--- src/hw/rtl/mfrc_pkg.sv ---
// ----------------------------------------------------------------------------
// mfrc_pkg
// Shared types, codes and constants of the marker framed receiver.
// ----------------------------------------------------------------------------
`default_nettype none

package mfrc_pkg;

    // default frame capacity in bytes, end marker included
    localparam int MAX_FRAME_DEF = 32;

    // fixed frame layout
    localparam int REPLAY_LIMIT   = 27;
    localparam int FRAME_OVERHEAD = 5;
    localparam int PARAM_OFFSET   = 3;

    // field widths
    localparam int BYTE_W   = 8;
    localparam int STATUS_W = 2;
    localparam int PCNT_W   = 5;
    localparam int CFG_IDX_W = 8;

    // register reset values
    localparam logic [BYTE_W-1:0] START_RESET = 8'hF1;
    localparam logic [BYTE_W-1:0] END_RESET   = 8'hF0;
    localparam logic [BYTE_W-1:0] CHECK_MASK  = 8'h7F;

    // configuration register indexes
    localparam logic [CFG_IDX_W-1:0] CFG_START_MARKER = 8'd0;
    localparam logic [CFG_IDX_W-1:0] CFG_END_MARKER   = 8'd1;

    // result status codes
    localparam logic [STATUS_W-1:0] ST_GOOD     = 2'd0;
    localparam logic [STATUS_W-1:0] ST_BAD_CHK  = 2'd1;
    localparam logic [STATUS_W-1:0] ST_LEN_ERR  = 2'd2;
    localparam logic [STATUS_W-1:0] ST_OVERRUN  = 2'd3;

    // one result word
    typedef struct packed {
        logic [STATUS_W-1:0] status;
        logic [BYTE_W-1:0]   command;
        logic [PCNT_W-1:0]   param_count;
        logic [PCNT_W-1:0]   param_index;
        logic [BYTE_W-1:0]   param_byte;
        logic                last;
    } t_result;

    // request from the capture logic to the replay unit
    typedef struct packed {
        logic    single;   // load res as a lone result
        logic    launch;   // replay res.param_count stored parameters
        t_result res;
    } t_req;

endpackage

`default_nettype wire

--- src/hw/rtl/mfrc_replay.sv ---
// ----------------------------------------------------------------------------
// mfrc_replay
// Replay sequencer and output register: reads stored parameters back from the
// frame store and hands them out one word per parameter.
// ----------------------------------------------------------------------------
`default_nettype none

module mfrc_replay #(
    parameter int ADDR_W = $clog2(mfrc_pkg::MAX_FRAME_DEF)
) (
    input  wire logic                          i_clk,
    input  wire logic                          i_rst_n,
    input  wire mfrc_pkg::t_req                i_req,
    output logic                               o_room,
    output logic                               o_rd_en,
    output logic      [ADDR_W-1:0]             o_rd_addr,
    input  wire logic [mfrc_pkg::BYTE_W-1:0]   i_rd_data,
    output logic                               o_valid,
    input  wire logic                          i_ready,
    output mfrc_pkg::t_result                  o_res
);

    localparam int PW = mfrc_pkg::PCNT_W;

    logic                        r_active;
    logic [PW-1:0]               r_issue;
    logic [PW-1:0]               r_rd_idx;
    logic                        r_rd_pend;
    logic [PW-1:0]               r_len;
    logic [mfrc_pkg::BYTE_W-1:0] r_cmd;
    logic                        r_out_valid;
    mfrc_pkg::t_result           r_out;

    logic    ld;
    logic    issue;
    logic    out_take;
    logic [6:0] addr_sum;

    // handshake on the result side
    assign out_take = r_out_valid && i_ready;

    // memory word arrives, move it into the output register when free
    assign ld = r_rd_pend && (!r_out_valid || i_ready);

    // one outstanding read at a time
    assign issue = r_active && (r_issue < r_len) && (!r_rd_pend || ld);

    assign addr_sum  = {2'b00, r_issue} + 7'(mfrc_pkg::PARAM_OFFSET);
    assign o_rd_en   = issue;
    assign o_rd_addr = addr_sum[ADDR_W-1:0];

    // new input bytes only while idle and the output can take a word
    assign o_room = !r_active && (!r_out_valid || i_ready);

    // sequencer control
    always_ff @(posedge i_clk) begin
        if (!i_rst_n) begin
            r_active  <= 1'b0;
            r_rd_pend <= 1'b0;
            r_issue   <= '0;
        end else begin
            if (i_req.launch) begin
                r_active <= 1'b1;
                r_issue  <= '0;
            end else begin
                if (issue) begin
                    r_issue <= r_issue + PW'(1);
                end
                if (ld && (r_rd_idx + PW'(1) == r_len)) begin
                    r_active <= 1'b0;
                end
            end
            if (issue) begin
                r_rd_pend <= 1'b1;
            end else if (ld) begin
                r_rd_pend <= 1'b0;
            end
        end
    end

    // frame details and pending index
    always_ff @(posedge i_clk) begin
        if (i_req.launch) begin
            r_len <= i_req.res.param_count;
            r_cmd <= i_req.res.command;
        end
        if (issue) begin
            r_rd_idx <= r_issue;
        end
    end

    // output register valid
    always_ff @(posedge i_clk) begin
        if (!i_rst_n) begin
            r_out_valid <= 1'b0;
        end else if (ld || i_req.single) begin
            r_out_valid <= 1'b1;
        end else if (out_take) begin
            r_out_valid <= 1'b0;
        end
    end

    // output register payload
    always_ff @(posedge i_clk) begin
        if (i_req.single) begin
            r_out <= i_req.res;
        end else if (ld) begin
            r_out.status      <= mfrc_pkg::ST_GOOD;
            r_out.command     <= r_cmd;
            r_out.param_count <= r_len;
            r_out.param_index <= r_rd_idx;
            r_out.param_byte  <= i_rd_data;
            r_out.last        <= (r_rd_idx + PW'(1) == r_len);
        end
    end

    assign o_valid = r_out_valid;
    assign o_res   = r_out;

    // a pending read only exists inside a replay
    a_pend_in_replay: assert property (@(posedge i_clk) disable iff (!i_rst_n)
        r_rd_pend |-> r_active)
        else $error("read pending outside replay");

    // a replay never runs over an empty frame
    a_len_nonzero: assert property (@(posedge i_clk) disable iff (!i_rst_n)
        r_active |-> (r_len != '0))
        else $error("replay with zero parameters");

    // the pending read stays within the parameter bytes
    a_idx_range: assert property (@(posedge i_clk) disable iff (!i_rst_n)
        r_rd_pend |-> (r_rd_idx < r_len))
        else $error("replay index beyond length");

    // a lone result or a replay launch never arrives while a replay is busy
    a_single_room: assert property (@(posedge i_clk) disable iff (!i_rst_n)
        (i_req.single || i_req.launch) |-> (!r_active && !r_rd_pend))
        else $error("request while replay busy");

endmodule

`default_nettype wire

--- config.mk ---
export PLATFORM = sky130hd
export DESIGN_NAME = mfrc_replay
export DESIGN_NICKNAME = d
export VERILOG_FILES = /design/src/hw/rtl/mfrc_pkg.sv /design/src/hw/rtl/mfrc_replay.sv
export SDC_FILE = /design/constraint.sdc
export NUM_CORES = 1
export LEC_CHECK = 0
export BUFFER_PORTS_ARGS = -buffer_cell sky130_fd_sc_hd__clkbuf_2
export CAP_MARGIN = 30
export CORE_ASPECT_RATIO = 1.5
export CORE_UTILIZATION = 54
export CTS_CLUSTER_DIAMETER = 100
export DETAILED_ROUTE_END_ITERATION = 7
export PLACE_DENSITY = 0.89
export SLEW_MARGIN = 20
export SYNTH_ARGS = -nofsm -noshare
export SYNTH_HDL_FRONTEND = slang
export SYNTH_SLANG_ARGS = --single-unit
--- constraint.sdc ---
create_clock -name i_clk -period 5.4 [get_ports i_clk]
set_input_delay 1.35 -clock i_clk [delete_from_list [all_inputs] [get_ports i_clk]]
set_output_delay 1.35 -clock i_clk [all_outputs]
set_load 0.02 [all_outputs]
Yosys cells after proc, flatten, opt, wreduce, memory -nomap -nowiden --
Cells that the tools add are included. Widths: inputs -> output; s select.
Cells by class: add/subtract/negate cells 3, multipliers 0, divide/modulo/power cells 0, $lt $le $gt $ge 1, eq/ne operators 1, shift operators 0, mux-type cells 8, bitwise operators 1, reductions and logical operators 17
Operator list (count):
- $mux 29 | 2
- $add 5x1->5 const B | 2
- $reduce_bool 2->1 | 4
- $logic_and 1x1->1 | 6
- $mux 1 | 6
- $add 5x2->5 const B | 1
- $eq 5x5->1 | 1
- $lt 5x5->1 | 1
- $logic_not 1->1 | 3
- $logic_or 1x1->1 | 3
- $reduce_or 2->1 | 1
- $not 1->1 | 1
Storage, ports and cells: flip-flop bits (word level) 55, latch bits 0, memory bits (writable) 0, bits in read-only memories 0, input port bits 42, output and inout bits 37, word-level logic and storage cells 44, memories kept 0

Depth between registers and ports, before layout --
word-level depth 6, depth in mapped cells 7, gate-level depth less buffers 7

Worst setup path after synthesis --
OpenSTA, ideal clock, no wires.
kind input to output, from in i_ready, to out o_rd_en, arrival time 2.101 ns, slack 1.949 ns, stages 3, buffers on the path 0, cells stage by stage nor2b_4 > a221o_1 > a31oi_4
Between the ends: longest elaborated chain between the ends 4
RTL lines:
- start: declaration | RTL line mfrc_replay.sv:19 | input wire logic i_ready,
- $logic_or 1x1->1 | RTL line mfrc_replay.sv:43 | assign ld = r_rd_pend && (!r_out_valid || i_ready);
- $logic_and 1x1->1 | RTL line mfrc_replay.sv:43
- $logic_or 1x1->1 | RTL line mfrc_replay.sv:46 | assign issue = r_active && (r_issue < r_len) && (!r_rd_pend || ld);
- $logic_and 1x1->1 | RTL line mfrc_replay.sv:46
- end: declaration | RTL line mfrc_replay.sv:15 | output logic o_rd_en,
Every way passes these cells.

Worst setup path after layout --
Ends and elaborated chain as after synthesis.

==> reports/metrics.yaml <==
yosys:
  ys_ff_latch: 55
  synthesis.area_mm2: 0.002385
  yosysSeqAreaShare: 0.6590
  synth-main-ff-cell: "edfxtp_1"
  yosys_warnings: 0
  syn-num-nets: 211
  synth_cell_types: 29
  synth_edf_count: 47
  synthCells: 162
  async_flop_share: 0
  syn_area_per_cell_um2: 14.72
floorplan:
  initial_utilization: 0.5617
  rows: 29
  core_mm2: 0.004245
  die-area_mm2: 0.004692
  die_width_um: 56.26
  io_pins: 79
  die_h_um: 83.39
layout:
  diodes: 0
  final_cell_mix: "clkbuf_2 (78), edfxtp_1 (47), mux2_2 (22)"
  syn_to_final_growth_pct: 22.25
  nets: 292
  drive_above_1_share: 0.4713
  mostFrequentLayoutCell: "clkbuf_2"
sta:
  rsz0062_at_grt: "no"
  finalCritPeriodShare: 0.7121
  skew_ns: 0.009198
  worst_slew_pin_slew_ns: 0.7349
  maxSlewViolCount: 0
  layout_min_cycle_time_ns: 3.845
  hold_viol_final: 0
  fin_tns_setup_ns: 0
  setup-violations-final: 0
  max_clock_freq_ghz: 0.2601
  slew_headroom: 0.5101
global_route:
  gr-total-overflow: 0
  grt_pass1_wl_um: 6734
  antenna_found_initial: 0
  grt_usage: 0.1891
  grt_pass1_vias: 1539
  grt_start_max_net_pins: 36
clock_tree:
  clock_latency_ns: 0.31
  clk_path_buf_depth: 2
  cts-root-buf: "clkbuf_8"
  cts_tree: "done"
  cts_setup_buffers: 0
  postCtsHoldBufs: 0
  numClockSinks: 55
  cts_max_level: 2
  cts_buffers: 5
  post_cts_resized: 0
  clkTransAtPathRegs_ns: 0.09
hold_path:
  min_path_type: "register to register"
  min-delay-start: "r_rd_pend"
route:
  via_count: 1539
  wire_per_inst_um: 14.67
  ant_nets: 0
  finalWirelength_um: 4254
  viasPerCell: 5.307
  first_pass_iters: 6
  initialDrtViolationCount: 48
  route.detailed.drc: 0
critical_path:
  required_ns: 4.05
  start_kind: "input port"
  path_class: "input port to primary output"
  rr_startpoint: "r_len[4]"
  startpoint: "i_ready"
  end_kind: "primary output"
  path_max_fanout: 13
  critPathArrivalTime_ns: 2.50
flow_run:
  maxCapViolCount: 0
pwr:
  switching_share: 0.2549
  switchingPower_uw: 220.0
  finalPower_uw: 863.0
  power_frac_seq: 0.592
  combPwrFrac: 0.148
  power.internal_uw: 643.1
  power_frac_clock: 0.260
  cellPowerDensity_mw_per_mm2: 296.0
  p_leak_nw: 1.230
  peakVddDrop_mv: 0.2498
status:
  status: "complete, no violations"
placed_design:
  place_hpwl_um: 3226
  io_buffers: 78
  place.gp.congestion: 0.7495
synth_stat cells, types with 2 or more instances:
cell       n  area share
nand4_1    3      0.0079
clkbuf_1   3      0.0047
nand2b_1   6       0.016
dfxtp_1    8       0.067
ha_1       7       0.037
nand2_1   11       0.017
mux2i_1    3       0.013
a21oi_1    4      0.0084
o21a_1     2      0.0063
nor2b_1    3      0.0079
and2_1     2      0.0052
edfxtp_1  47        0.59
or2_2      2      0.0052
o21ai_0    7       0.015
mux2_2    22        0.10
nor2_1     5      0.0079
buf_1      2      0.0031
inv_1      7       0.011
xnor2_1    5       0.018
xor2_1     4       0.015
registers in the layout (all words and copies together), names as in the netlist:
| register | flops |
|---|---|
| o_res | 29 |
| o_valid | 1 |
| r_active | 1 |
| r_cmd | 8 |
| r_issue | 5 |
| r_len | 5 |
| r_rd_idx | 5 |
| r_rd_pend | 1 |
critical path: stages:
cell	delay (ns)
clkbuf_2	0.11
nor2b_4	0.05
a221o_1	0.33
a31oi_4	0.40
clkbuf_2	0.25
logic make-up after synthesis:
group,after synthesis,share of synthesized area
compound gates,20,0.06086
flops,55,0.6590
xor+xnor,9,0.03305
mux,25,0.1165
fa+ha+maj,7,0.03672
simple gates,34,0.07503
buf+inv,12,0.01889
path summary, 6_finish.rpt:
| path | depth (start not counted) | to | slack [ns] |
|---|---|---|---|
| setup / recovery | 5 | o_rd_en | 1.55 |
| hold / removal | 2 | r_rd_pend | 0.54 |
| setup reg to reg | 6 | r_issue[2] | 3.39 |
| hold reg to reg | 2 | r_rd_pend | 0.54 |
routing by layer:
| metal | vias up | GRT usage | wire, µm |
|---|---|---|---|
| li1 | 754 | - | - |
| met1 | 724 | 0.1968 | 1578 |
| met2 | 54 | 0.3604 | 2410 |
| met3 | 7 | 0.04206 | 206 |
| met4 | 0 | 0.06652 | 59 |
| met5 | - | 0 | 0 |
power groups by stage:
stage | sequential [mW] | clock, mW | combinational (mW)
detailed placement | 0.521 | 0 | 0.129
global placement | 0.519 | 0 | 0.125
floorplan | 0.545 | 0 | 0.0535
CTS | 0.511 | 0.231 | 0.129
global route | 0.514 | 0.244 | 0.138
finish | 0.511 | 0.225 | 0.127
layout make-up:
type	instances	area [µm²]
multi-input combinational	95	768.2
fill	315	1330
inverter	7	26.28
timing repair buffer	79	397.9
clock inverter	3	25.02
tap	46	57.56
sequential	55	1572
clock buffer	5	68.82
metrics by stage:
step                utilization  worst slack (ns)  std cells  hold slack, ns  cell area (µm²)
floorplan                     -             1.949        162          0.4348             2385
finish                   0.6867             1.555        290          0.5407             2915
global placement         0.6646             1.602        282          0.5056             2821
global route             0.6867             1.512        290          0.5622             2915
CTS                      0.6867             1.565        290          0.5439             2915
detailed placement       0.6646             1.569        282          0.5300             2821
Note: power is estimated with default switching activity, not from simulation.
